===== src/rtl/ipv4rt_pkg.sv =====
`timescale 1ns / 1ps
// ----------------------------------------------------------------------------
// ipv4rt_pkg
// shared transaction types and status codes of the ipv4 range text parser
// ----------------------------------------------------------------------------
package ipv4rt_pkg;

  // one character of the range text
  typedef struct packed {
    logic [7:0] char_code;
    logic       end_of_text;
  } char_item_t;

  // one parsed range
  typedef struct packed {
    logic [31:0] first_address;
    logic [31:0] last_address;
    logic [2:0]  status;
  } range_item_t;

  localparam logic [2:0] ST_OK        = 3'd0;
  localparam logic [2:0] ST_COMPONENT = 3'd1;
  localparam logic [2:0] ST_TOO_FEW   = 3'd2;
  localparam logic [2:0] ST_TOO_MANY  = 3'd3;
  localparam logic [2:0] ST_PREFIX    = 3'd4;
  localparam logic [2:0] ST_BAD_CHAR  = 3'd5;

  localparam logic [9:0] ACC_MAX      = 10'd1023;
  localparam logic [9:0] OCTET_MAX    = 10'd255;
  localparam logic [9:0] PREFIX_MAX   = 10'd32;
  localparam logic [2:0] QUAD_COUNT   = 3'd4;

  localparam logic [7:0] CH_ZERO      = 8'h30;
  localparam logic [7:0] CH_NINE      = 8'h39;
  localparam logic [7:0] CH_DOT       = 8'h2E;
  localparam logic [7:0] CH_DASH      = 8'h2D;
  localparam logic [7:0] CH_SLASH     = 8'h2F;

endpackage


===== src/rtl/ipv4_range_text_parser.sv =====
`timescale 1ns / 1ps
// ----------------------------------------------------------------------------
// ipv4_range_text_parser
// parses one ipv4 range text, one ascii character per transaction
// ----------------------------------------------------------------------------
// usage
//   char channel: char_valid / char_stall / char_item carry one character per
//   transaction; end_of_text marks the last character of a text
//   res channel: res_valid / res_stall / res_item carry one range per text,
//   given for the transaction that had end_of_text set
//   accepted forms: a.b.c.d, a.b.c.d/p (p 0..32), a.b.c.d-x[.y[.z[.w]]]
//   on any error status is nonzero and both addresses are zero
// throughput and registers
//   one character per cycle while no final character waits behind a held
//   result; a character is held in the input register, and its result (if
//   any) is loaded from there into the result register, where the range
//   stays until it is taken
// stall behavior
//   the result register holds while res_stall is high; only a final
//   character waits in the input register behind a held result, all other
//   characters keep flowing
// reset
//   rst (synchronous) empties both registers and returns the parser to the
//   start of a text
// ----------------------------------------------------------------------------
module ipv4_range_text_parser (
  input  logic                      clk,
  input  logic                      rst,
  input  logic                      char_valid,
  output logic                      char_stall,
  input  ipv4rt_pkg::char_item_t    char_item,
  output logic                      res_valid,
  input  logic                      res_stall,
  output ipv4rt_pkg::range_item_t   res_item
);

  // parse phase codes
  localparam logic [1:0] PH_FIRST  = 2'd0;
  localparam logic [1:0] PH_SECOND = 2'd1;
  localparam logic [1:0] PH_PREFIX = 2'd2;

  // result of closing one address component
  typedef struct packed {
    logic        done;
    logic [2:0]  cnt;
    logic [31:0] val;
    logic [2:0]  err;
  } close_t;

  function automatic close_t close_comp(input logic [2:0]  cnt,
                                        input logic [9:0]  acc,
                                        input logic        seen,
                                        input logic [31:0] val,
                                        input logic [2:0]  err);
    close_t r;
    r.done = 1'b0;
    r.cnt  = cnt;
    r.val  = val;
    r.err  = err;
    if (cnt < ipv4rt_pkg::QUAD_COUNT) begin
      if ((!seen || acc > ipv4rt_pkg::OCTET_MAX) && err == ipv4rt_pkg::ST_OK) begin
        r.err = ipv4rt_pkg::ST_COMPONENT;
      end
      r.val  = {val[23:0], acc[7:0]};
      r.cnt  = cnt + 3'd1;
      r.done = 1'b1;
    end
    return r;
  endfunction

  // input register
  logic                   s1_valid;
  ipv4rt_pkg::char_item_t s1_item;
  logic                   s1_go;

  // parser state
  logic [1:0]  phase;
  logic [2:0]  component_count;
  logic [9:0]  digit_accumulator;
  logic        digit_seen;
  logic [31:0] first_value;
  logic [31:0] second_value;
  logic [2:0]  error_code;

  logic [1:0]  phase_next;
  logic [2:0]  component_count_next;
  logic [9:0]  digit_accumulator_next;
  logic        digit_seen_next;
  logic [31:0] first_value_next;
  logic [31:0] second_value_next;
  logic [2:0]  error_code_next;
  ipv4rt_pkg::range_item_t res_item_next;

  // a final character waits only when the held result is not being taken
  assign s1_go      = s1_valid && !(s1_item.end_of_text && res_valid && res_stall);
  assign char_stall = s1_valid && !s1_go;

  always_ff @(posedge clk) begin
    if (rst) begin
      s1_valid <= 1'b0;
    end else if (!char_stall) begin
      s1_valid <= char_valid;
    end
    if (char_valid && !char_stall) begin
      s1_item <= char_item;
    end
  end

  // character step plus end-of-text finish, in one pass
  always_comb begin
    close_t      cl;
    logic [13:0] sum;
    logic [31:0] keep;
    logic [31:0] mask;
    logic [31:0] lo;
    logic [31:0] hi;
    logic [7:0]  c;

    phase_next             = phase;
    component_count_next   = component_count;
    digit_accumulator_next = digit_accumulator;
    digit_seen_next        = digit_seen;
    first_value_next       = first_value;
    second_value_next      = second_value;
    error_code_next        = error_code;
    cl                     = '0;
    lo                     = '0;
    hi                     = '0;
    keep                   = '1;
    mask                   = '0;
    sum                    = '0;
    c                      = s1_item.char_code;

    if (c inside {[ipv4rt_pkg::CH_ZERO:ipv4rt_pkg::CH_NINE]}) begin
      // acc * 10 + digit, saturating
      sum = ({4'd0, digit_accumulator} << 3) + ({4'd0, digit_accumulator} << 1)
          + {10'd0, c[3:0]};
      digit_accumulator_next = (sum > {4'd0, ipv4rt_pkg::ACC_MAX}) ?
                               ipv4rt_pkg::ACC_MAX : sum[9:0];
      digit_seen_next = 1'b1;
    end else if (c == ipv4rt_pkg::CH_DOT && phase != PH_PREFIX) begin
      cl = close_comp(component_count, digit_accumulator, digit_seen,
                      (phase == PH_FIRST) ? first_value : second_value, error_code);
      component_count_next = cl.cnt;
      error_code_next      = cl.err;
      if (phase == PH_FIRST) begin
        first_value_next = cl.val;
      end else begin
        second_value_next = cl.val;
      end
      if (cl.done) begin
        digit_accumulator_next = '0;
        digit_seen_next        = 1'b0;
      end
      if (cl.cnt >= ipv4rt_pkg::QUAD_COUNT && error_code_next == ipv4rt_pkg::ST_OK) begin
        error_code_next = ipv4rt_pkg::ST_TOO_MANY;
      end
    end else if ((c == ipv4rt_pkg::CH_DASH || c == ipv4rt_pkg::CH_SLASH) &&
                 phase == PH_FIRST) begin
      cl = close_comp(component_count, digit_accumulator, digit_seen,
                      first_value, error_code);
      first_value_next = cl.val;
      error_code_next  = cl.err;
      if (cl.cnt < ipv4rt_pkg::QUAD_COUNT && error_code_next == ipv4rt_pkg::ST_OK) begin
        error_code_next = ipv4rt_pkg::ST_TOO_FEW;
      end
      phase_next             = (c == ipv4rt_pkg::CH_DASH) ? PH_SECOND : PH_PREFIX;
      component_count_next   = '0;
      digit_accumulator_next = '0;
      digit_seen_next        = 1'b0;
    end else begin
      error_code_next = ipv4rt_pkg::ST_BAD_CHAR;
    end

    // finish the text
    case (phase_next)
      PH_FIRST: begin
        cl = close_comp(component_count_next, digit_accumulator_next, digit_seen_next,
                        first_value_next, error_code_next);
        if (cl.cnt < ipv4rt_pkg::QUAD_COUNT && cl.err == ipv4rt_pkg::ST_OK) begin
          cl.err = ipv4rt_pkg::ST_TOO_FEW;
        end
        lo = cl.val;
        hi = cl.val;
        res_item_next.status = cl.err;
      end
      PH_SECOND: begin
        cl = close_comp(component_count_next, digit_accumulator_next, digit_seen_next,
                        second_value_next, error_code_next);
        // missing high octets come from the first address
        case (cl.cnt)
          3'd1:    keep = 32'hFFFF_FF00;
          3'd2:    keep = 32'hFFFF_0000;
          3'd3:    keep = 32'hFF00_0000;
          default: keep = 32'h0000_0000;
        endcase
        hi = (first_value_next & keep) | cl.val;
        lo = first_value_next;
        if (lo > hi) begin
          lo = hi;
          hi = first_value_next;
        end
        res_item_next.status = cl.err;
      end
      default: begin
        res_item_next.status = error_code_next;
        if (error_code_next != ipv4rt_pkg::ST_BAD_CHAR &&
            (!digit_seen_next || digit_accumulator_next > ipv4rt_pkg::PREFIX_MAX)) begin
          res_item_next.status = ipv4rt_pkg::ST_PREFIX;
        end
        if (digit_accumulator_next != 10'd0 &&
            digit_accumulator_next <= ipv4rt_pkg::PREFIX_MAX) begin
          mask = ~(32'hFFFF_FFFF >> digit_accumulator_next[5:0]);
        end
        lo = first_value_next & mask;
        hi = first_value_next | ~mask;
      end
    endcase

    if (res_item_next.status != ipv4rt_pkg::ST_OK) begin
      lo = '0;
      hi = '0;
    end
    res_item_next.first_address = lo;
    res_item_next.last_address  = hi;

    // a finished text leaves the parser at the start
    if (s1_item.end_of_text) begin
      phase_next             = PH_FIRST;
      component_count_next   = '0;
      digit_accumulator_next = '0;
      digit_seen_next        = 1'b0;
      first_value_next       = '0;
      second_value_next      = '0;
      error_code_next        = ipv4rt_pkg::ST_OK;
    end
  end

  always_ff @(posedge clk) begin
    if (rst) begin
      phase             <= PH_FIRST;
      component_count   <= '0;
      digit_accumulator <= '0;
      digit_seen        <= 1'b0;
      first_value       <= '0;
      second_value      <= '0;
      error_code        <= ipv4rt_pkg::ST_OK;
    end else if (s1_go) begin
      phase             <= phase_next;
      component_count   <= component_count_next;
      digit_accumulator <= digit_accumulator_next;
      digit_seen        <= digit_seen_next;
      first_value       <= first_value_next;
      second_value      <= second_value_next;
      error_code        <= error_code_next;
    end
  end

  // result register
  always_ff @(posedge clk) begin
    if (rst) begin
      res_valid <= 1'b0;
    end else if (s1_go && s1_item.end_of_text) begin
      res_valid <= 1'b1;
    end else if (!res_stall) begin
      res_valid <= 1'b0;
    end
    if (s1_go && s1_item.end_of_text) begin
      res_item <= res_item_next;
    end
  end

  // checks
  a_ok_ordered: assert property (@(posedge clk) disable iff (rst)
    res_valid && res_item.status == ipv4rt_pkg::ST_OK |->
      res_item.first_address <= res_item.last_address)
    else $error("ok range out of order");

  a_err_zero: assert property (@(posedge clk) disable iff (rst)
    res_valid && res_item.status != ipv4rt_pkg::ST_OK |->
      res_item.first_address == 32'd0 && res_item.last_address == 32'd0)
    else $error("error result with nonzero address");

  a_status_range: assert property (@(posedge clk) disable iff (rst)
    res_valid |-> res_item.status <= ipv4rt_pkg::ST_BAD_CHAR)
    else $error("status code out of range");

  a_phase_legal: assert property (@(posedge clk) disable iff (rst)
    phase != 2'd3 && component_count <= ipv4rt_pkg::QUAD_COUNT)
    else $error("parser state out of range");

  a_clear_after_text: assert property (@(posedge clk) disable iff (rst)
    s1_go && s1_item.end_of_text |=>
      phase == PH_FIRST && component_count == 3'd0 &&
      error_code == ipv4rt_pkg::ST_OK && !digit_seen)
    else $error("parser not cleared after end of text");

  a_result_follows: assert property (@(posedge clk) disable iff (rst)
    s1_go && s1_item.end_of_text |=> res_valid)
    else $error("final character produced no result");

endmodule

===== config.mk =====
export PLATFORM = sky130hd
export DESIGN_NAME = ipv4_range_text_parser
export DESIGN_NICKNAME = d
export VERILOG_FILES = /design/src/rtl/ipv4rt_pkg.sv /design/src/rtl/ipv4_range_text_parser.sv
export SDC_FILE = /design/constraint.sdc
export NUM_CORES = 1
export LEC_CHECK = 0
export ABC_CLOCK_PERIOD_IN_PS = 14010
export BUFFER_PORTS_ARGS = -buffer_cell sky130_fd_sc_hd__buf_2
export CAP_MARGIN = 10
export CORE_MARGIN = 2
export CORE_UTILIZATION = 53
export DETAILED_ROUTE_END_ITERATION = 7
export MAX_ROUTING_LAYER = met4
export PLACE_DENSITY = 0.8
export SYNTH_ARGS = -nofsm -noshare
export SYNTH_HDL_FRONTEND = slang
export SYNTH_SLANG_ARGS = --single-unit

===== constraint.sdc =====
create_clock -name clk -period 14.01 [get_ports clk]
set_input_delay 2.1015 -clock clk [delete_from_list [all_inputs] [get_ports clk]]
set_output_delay 2.1015 -clock clk [all_outputs]
set_load 0.05 [all_outputs]

== Yosys cells after proc, flatten, opt, wreduce, memory -nomap -nowiden ==
Index checks and enable logic that the tools add are counted.

* Register bits after elaboration: 161
* Bits in latches: 0
* Bits in writable memories: 0
* ROM bits: 0
* Input port bits: 13
* Output and inout bits: 69
* Word-level logic and storage cells: 145
* Memories kept: 0

* Add/sub/neg operators: 4
* Multipliers: 0
* Div/mod/pow operators: 0
* Magnitude comparators: 13
* Equal/unequal tests: 10
* Shift-type cells: 1
* Multiplexer cells: 62
* Bitwise operators: 6
* Reduce and logical (&&, ||, !) cells: 35

{| class="wikitable"
|+ Operator list
! cell !! count
|-
| 32-bit 2-to-1 mux || 15
|-
| 38-bit 2-to-1 mux || 8
|-
| 32-bit case mux with 2 select lines || 2
|-
| 39-bit 2-to-1 mux || 3
|-
| 32-bit case mux with 3 select lines || 1
|-
| 32-bit AND || 2
|-
| 32-bit inverter || 2
|-
| 32-bit OR || 2
|-
| 10-bit 2-to-1 mux || 6
|-
| 3-bit 2-to-1 mux || 14
|-
| 32-bit greater-than comparator || 1
|-
| 32-bit by 6-bit >> shifter with 32-bit output (first input constant) || 1
|-
| 8-bit by 6-bit equality test with 1-bit output (second input constant) || 3
|-
| 10-bit by 8-bit greater-than comparator with 1-bit output (second input constant) || 2
|-
| 1-bit logical AND || 16
|-
| 3-bit zero test || 5
|-
| 13-bit by 11-bit adder with 14-bit output || 1
|-
| 14-bit by 4-bit adder with 14-bit output || 1
|-
| 14-bit by 10-bit greater-than comparator with 1-bit output (second input constant) || 1
|-
| 3-bit less-than comparator (second input constant) || 4
|-
| 10-bit by 6-bit greater-than comparator with 1-bit output (second input constant) || 1
|-
| 10-bit by 6-bit less-or-equal comparator with 1-bit output (second input constant) || 1
|-
| 2-bit 2-to-1 mux || 5
|-
| 10-bit nonzero test || 1
|-
| 17 further kinds || 33
|}

== Longest topological paths before layout ==
Gate-level depths: netlist of run 1.

* Depth in word-level cells: 27
* Mapped depth: 28
* Mapped depth without buffers: 24

== Worst setup path after synthesis of run 1 ==
No wires, ideal clock.

* Path type: register to register
* Start point: reg digit_accumulator[0]
* End point: reg res_item[24] in the netlist's numbering, data pin
* Library setup time: 267 ps
* Arrival: 5625 ps
* Data required time: 13743 ps
* Setup slack: 8119 ps
* Stages on the path, launching flop included: 27
* Path buffers: 3
* Period minus slack after synthesis: 5891 ps
* Path through: dfxtp_1 > clkbuf_1 > inv_1 > fa_1 > fa_1 > nand2b_1 > a21o_1 > a21o_1 > a211oi_1 > nor4b_4 > buf_2 > a21oi_2 > nor2_1 > nor2_1 > inv_1 > ha_1 > o21ai_0 > a21oi_1 > o211ai_1 > a31oi_1 > nand3b_1 > a31oi_1 > nand2b_1 > clkbuf_1 > nand3_1 > a221oi_1 > a21oi_1

* Longest elaborated chain between the ends: 24
* Elaborated cells between the ends (all ways): 68
* Classes of those cells: add/sub (2); order compare (6); eq/ne (1); shift (1); mux (37); bitwise (5); reduce/logical (16)

{| class="wikitable"
|+ Ends and longest elaborated chain
! element !! RTL line !! RTL
|-
| start: declaration || ipv4_range_text_parser.sv:79 || <nowiki>logic [9:0] digit_accumulator;</nowiki>
|-
| start signal: assignment || ipv4_range_text_parser.sv:251 || <nowiki>digit_accumulator <= digit_accumulator_next;</nowiki>
|-
| branches (longest 24 deep; another with 13-bit by 11-bit adder with 14-bit output) || -- ||
|-
| end signal: assignment || ipv4_range_text_parser.sv:269 || <nowiki>res_item <= res_item_next;</nowiki>
|-
| end: declaration || ipv4_range_text_parser.sv:34 || <nowiki>output ipv4rt_pkg::range_item_t res_item</nowiki>
|}

Several ways; the timed one is not identified. The select of a mux whose other input is x is not followed.
A chain may end at the register's enable or synchronous reset.

== Worst setup path in the final report of run 1 ==
* Start point: reg digit_accumulator[2]
* End point: reg res_item[18] in the netlist's numbering, data pin

Same word-level chain as after synthesis.

==> flow_summary.toml, run 1 <==
[worst_setup_path]
r2r_slack_ns = 6.16
r2r-end = "res_item[18]"
cp_max_fo = 71
rr_worst_depth = 25
crit_start = "digit_accumulator[2]"
end_kind = "flop"
start_kind = "flop"
arrival_ns = 8.00
path_class = "reg2reg"
required_ns = 14.17
r2r-start = "digit_accumulator[2]"

[drt]
vias_per_cell = 7.10
wl_um = 43200
drtIter0Drc = 2117
vias = 12061
first_pass_iters = 8
drc_errors = 0
final_antenna_net_count = 0
post_drt_wl_per_cell_um = 25.4

[global_routing]
grt_max_degree = 84
grt_pass1_vias = 10903
grt_util_all_layers_pct = 37.2
grt_pass1_wl_um = 65900
antenna_found_initial = 0
gr-total-overflow = 0

[floorplanning]
die-area_um2 = 23500
core_um2 = 21800
die_w_um = 153
die_h_um = 153
floorplan.initialDensity_pct = 54.1
row_count = 54
ios = 82

[cts]
path_clk_slew_ns = 0.07
clock_latency_ns = 0.45
cts_tree = "built"
htreeDepth = 4
cts_buffers = 17
cts.sink_count = 161
cts_resized = 0
cts.path.max_buffers = 2
cts_root_buf = "clkbuf_16"
cts_setup_buffers = 0
postCtsHoldBufs = 0

[place]
gp_congestion = 1.06
dp_hpwl_um = 30700
dpl-instance-area_um2 = 12400
port_buffers = 81

[pwr]
p_int_uw = 769
comb_power_share_pct = 9.1
design_power_total_mw = 1.07
leakage_nw = 4.93
p_switching_uw = 299
p_clk_share_pct = 44.0
seqPwrFrac_pct = 46.9
p_sw_share_pct = 28.0
p_per_area_nw_per_um2 = 82.5
ir_drop_mv = 0.0880

[timing]
fmax_mhz = 127
slew_headroom_pct = 24.4
whs_ns = 0.523
hold_viol_final = 0
fin_tns_setup_ns = 0
worst_pin_slew_ns = 1.13
fin_skew_ns = 0.0178
fin_crit_ns = 7.85
grt_setup_unrepaired = "no"
setup_violations = 0
slew_viol_final = 0
finalCritPeriodShare_pct = 56.0

[synth]
mappedNetlistArea_um2 = 11800
synth_cells = 1381
synth_edf_count = 76
synth_fp_nets = 1449
synth_area_per_cell_um2 = 8.54
ys_ff_latch = 161
synthArstFlopShare_pct = 0
ys_seq_area_share_pct = 33.8
yosysWarnings = 0
ys_types = 90
synthFlopType = "dfxtp_1"

[worst_hold_path]
min_path_cells = 2
hold_class = "reg2reg"
holdPathEnd = "second_value[28]"
min_from = "second_value[28]"

[layout]
drive_gt1_share_pct = 16.7
area_growth_pct = 9.80
design.final.nets = 1474
finalInstanceArea_um2 = 13000
diodes = 0

[status]
outcome = "finished, final reports clean"

[flow_run]
maxCapViolCount = 0
-- worst max-delay path by stage --
stage / end / slack, ns
floorplan: res_item[24] / 8.12
global placement: res_item[13] / 6.60
detailed placement: res_item[18] / 6.54
CTS: res_item[18] / 6.48
global route: res_item[13] / 5.89
finish: res_item[18] / 6.16
-- critical path, stage by stage (launching register included) --
cell and delay [ns]:
dfxtp_1 0.60, inv_1 0.11, fa_1 0.49, fa_1 0.50, nand2b_1 0.19, a21o_1 0.23
a21o_1 0.18, a211oi_1 0.41, nor4b_4 0.15, buf_4 0.25, a21oi_2 0.60, nor2_1 0.13
nor2_1 0.24, inv_1 0.08, ha_1 0.29, o21ai_0 0.16, a21oi_1 0.06, o211ai_1 0.28
a31oi_1 0.12, nand3b_1 0.24, a31oi_4 0.22, buf_4 0.59, nand2b_1 0.63, nand3_1 0.33
a221oi_1 0.34, a21oi_1 0.12
-- cell usage after synthesis (6+ instances only) --
master	n	share of area, %
a211oi_1	18	1.1
a211oi_2	9	0.95
a21o_1	15	0.95
a21oi_1	141	6.0
a221oi_1	34	2.5
a22oi_1	84	5.3
a311oi_1	8	0.59
a31oi_1	14	0.74
and2_1	14	0.74
and3_1	9	0.48
buf_1	11	0.35
buf_2	11	0.47
clkbuf_1	73	2.3
dfxtp_1	85	14
edfxtp_1	76	19
ha_1	53	5.6
inv_1	28	0.89
mux2_2	23	2.2
mux2i_1	27	2.3
mux4_2	24	4.6
nand2_1	117	3.7
nand2b_1	9	0.48
nand3_1	21	0.89
nand4_1	11	0.58
nor2_1	222	7.1
nor2b_1	6	0.32
nor3_1	29	1.2
o211ai_1	19	1.2
o21a_1	6	0.38
o21ai_0	68	2.9
xnor2_1	7	0.52
-- final cells by class --
class | instances | area [um^2]
clock inverter | 15 | 146
multi-input combinational | 1089 | 7340
clock buffer | 17 | 425
fill | 1956 | 8870
timing repair buffer | 106 | 593
inverter | 31 | 116
tap | 280 | 350
sequential | 161 | 3990
-- cell families (layout without fill, tap and decap cells) --
kind of cell	Yosys count	count (layout)	share of synthesized area [%]
AO/OA/AOI/OAI	478	478	27.9
AND/OR/NAND/NOR	472	472	18.0
flip-flops	161	161	33.8
buffers and inverters	131	169	4.57
multiplexers	74	74	9.07
adder cells (fa/ha/maj)	55	55	5.96
XOR/XNOR	10	10	0.742
-- metal layers --
layer	part of all wire, %	GRT usage [%]
met1	40	52.1
met2	42	52.3
met3	13	8.93
met4	4.5	14.0
met5	0	-
-- stage by stage --
stage / utilization, % / instances / worst slack (ns)
after detailed placement: 56.7 / 1667 / 6.54
after global routing: 59.4 / 1699 / 5.89
after floorplan: - / 1381 / 8.12
after CTS: 59.4 / 1699 / 6.48
final: 59.4 / 1699 / 6.16
after global placement: 56.7 / 1667 / 6.60
-- state kept, by name (all words and copies together) (netlist names) --
name               count
res_item              67
digit_seen             1
s1_valid               1
second_value          32
phase                  2
first_value           32
res_valid              1
component_count        3
error_code             3
digit_accumulator     10
s1_item                9
-- power groups by stage --
stage	sequential (mW)	clock [mW]	combinational (mW)
after global routing	0.502	0.487	0.102
after floorplan	0.529	0	0.0509
final	0.502	0.470	0.0971
after CTS	0.502	0.468	0.0939
after detailed placement	0.512	0	0.0937
after global placement	0.512	0	0.0937
-- cells in the final DEF, fill, tap and decap left out, types with 6 or more instances in the layout --
cell / synthesis / final
a211oi_1: 18 / 18
a31oi_1: 14 / 12
o211ai_1: 19 / 19
clkbuf_16: 0 / 17
xnor2_1: 7 / 7
nor2_1: 222 / 218
nand3_1: 21 / 21
nand4_1: 11 / 11
nor2b_1: 6 / 6
and2_1: 14 / 14
mux2i_1: 27 / 27
o21ai_0: 68 / 68
a221oi_1: 34 / 34
nor3_1: 29 / 29
inv_1: 28 / 28
a211oi_2: 9 / 9
dfxtp_1: 85 / 84
edfxtp_1: 76 / 76
and3_1: 9 / 9
buf_2: 11 / 81
nand2_1: 117 / 116
a22oi_1: 84 / 83
a311oi_1: 8 / 8
buf_4: 1 / 25
ha_1: 53 / 53
o21a_1: 6 / 6
mux4_2: 24 / 24
nand2b_1: 9 / 9
mux2_2: 23 / 23
a21o_1: 15 / 15
a21oi_1: 141 / 140
No activity file was read; power rests on OpenSTA's default activity.
==> inputs of run 2 (changes only) <==
ABC_CLOCK_PERIOD_IN_PS = 8100   (was 14010)
clock period = 8.1 ns   (was 14.01 ns; I/O delays follow)
==> run 2 against run 1 <==
The flow now finishes with violations (design-rule violations). Flip-flop and latch count is the same. Utilization increased by 0.50 points. Global-route usage grew 0.15 points. Final area up 0.84%. Total power increased by 80%. Sequential power increased by 73%. Clock skew down 0.0070 ns. Worst setup slack got worse by 5.0 ns. Fmax increased by 12%. Clock-buffer cell count rose by 2. Via count grew 0.36%. Combinational power grew 72%. Critical path type unchanged.
==> flow_summary.toml, run 2 (synthesized netlist as in run 1, its figures left out) <==
[timing]
fmax_mhz = 143
whs_ns = 0.520
fin_tns_setup_ns = 0
finalCritPeriodShare_pct = 86.2
slew_headroom_pct = 23.9
fin_skew_ns = 0.0108
worst_pin_slew_ns = 1.14
hold_viol_final = 0
grt_setup_unrepaired = "no"
fin_crit_ns = 6.98
setup_violations = 0
slew_viol_final = 0

[cts]
cts.sink_count = 161
clock_latency_ns = 0.45
cts.path.max_buffers = 2
cts_setup_buffers = 0
path_clk_slew_ns = 0.08
cts_buffers = 17
cts_root_buf = "clkbuf_16"
postCtsHoldBufs = 0
cts_resized = 0
htreeDepth = 4
cts_tree = "built"

[layout]
seq_area_um2 = 3990
layout_commonest_cell = "nor2_1"
multi_input_area_um2 = 7340
area_growth_pct = 10.7
fin_cells = 1706
post-route-util_pct = 59.9
reg_top3 = "res_item x67, first_value x32, second_value x32"
largest_register_ffs = 67
nFillCells = 1881
diodes = 0
design.final.nets = 1481
drive_gt1_share_pct = 17.1
layout_common_cells = "nor2_1, a21oi_1, nand2_1, dfxtp_1, a22oi_1"
top_register = "res_item"

[floorplanning]
floorplan.initialDensity_pct = 54.1
core_um2 = 21800
ios = 82
die_h_um = 153
die_w_um = 153
row_count = 54
die-area_um2 = 23500

[status]
violations = "design-rule violations"
outcome = "finished, violations left"

[worst_setup_path]
path_class = "reg2reg"
cp_slowest_stage_delay_ns = 0.73
start_kind = "flop"
slowest_stage = "a2111o_1"
cp_max_fo = 69
worstPathCellList = "nor3b_2 > nand2_1 > a2111o_1 > mux2_2 > ha_1 > inv_1 > a211oi_4 > o21a_2 > a221oi_1 > ha_1 > nand4_1 > nor4_1 > nand3_1 > nor2b_1 > a31oi_4 > buf_4 > or2_2 > nand2_1 > a221oi_1 > nor2_1"
end_kind = "flop"
arrival_ns = 7.16
required_ns = 8.28

[drt]
wl_um = 43400
drtIter0Drc = 1913
drc_errors = 1
vias = 12104
final_antenna_net_count = 0
first_pass_iters = 8
post_drt_wl_per_cell_um = 25.4
vias_per_cell = 7.09

[flow_run]
maxCapViolCount = 0

[global_routing]
grt_pass1_vias = 11041
antenna_found_initial = 0
grt_max_degree = 84
gr-total-overflow = 0
grt_pass1_wl_um = 66000
grt_util_all_layers_pct = 37.4

[place]
dpl.cell_count = 1674
gp_congestion = 1.03
dp_hpwl_um = 30600
port_buffers = 81

[pwr]
leakage_nw = 4.98
p_per_area_nw_per_um2 = 147
ir_drop_mv = 0.141
design_power_total_mw = 1.92

[worst_hold_path]
hold_class = "reg2reg"
## run 2: cell types whose count changed in the layout (fill, tap and decap cells not counted)
cell	change
buf_4	+7
clkinv_4	+2
bufinv_16	+1
clkinv_2	-3
clkbuf_8	+1
inv_6	-1
inv_4	-1
clkbuf_16	+1
## run 2: layout make-up
| type | instances | share of cell area [%] |
|---|---|---|
| clock inverters | 13 | 1.25 |
| flip-flops and latches | 161 | 30.5 |
| inverters | 31 | 0.891 |
| repair buffers | 113 | 4.94 |
| well taps | 280 | 2.68 |
| multi-input cells | 1089 | 56.2 |
| clock buffers | 19 | 3.55 |
## run 2: final timing paths
kind / startpoint / to / slack [ns] / cells after the start
worst min register to register: error_code[0] / error_code[0] / 0.52 / 2
worst min-delay path: error_code[0] / error_code[0] / 0.52 / 2
worst max-delay path: s1_item[8] / res_item[34] / 1.12 / 20
worst max register to register: s1_item[8] / res_item[34] / 1.12 / 20
## run 2: critical path: cells and delay by family, from the launching register on
kind                       cells  cell delay [ns]
adders and majority gates      2             0.70
DFF                            1             0.39
and+or+nand+nor                9             2.16
buffers and inverters          2             0.67
muxes                          1             0.48
AOI/OAI and AO/OA              6             2.27
## run 2: per-stage QoR
stage,setup slack [ns],area (um^2)
finish,1.12,13100
global route,0.741,13100
CTS,1.31,13100
detailed placement,1.33,12400
global placement,1.49,12400
floorplan,2.21,11800
## run 2: power by group
| group | total [mW] | switching, mW | internal (mW) |
|---|---|---|---|
| logic | 0.167 | 0.130 | 0.0374 |
| registers | 0.867 | 0.00712 | 0.860 |
| clock network | 0.888 | 0.394 | 0.494 |
| total | 1.92 | 0.531 | 1.39 |
## run 2: metal layers
layer  routed length [um]  vias up  global-route usage, %  part of all wire (%)
met1                17100     5619                   51.4                    39
met4                 1670        0                   14.3                   3.8
met3                 6020      169                   9.36                    14
li1                     -     5304                      -                     -
met5                    0        -                      -                     0
met2                18700     1012                   53.1                    43
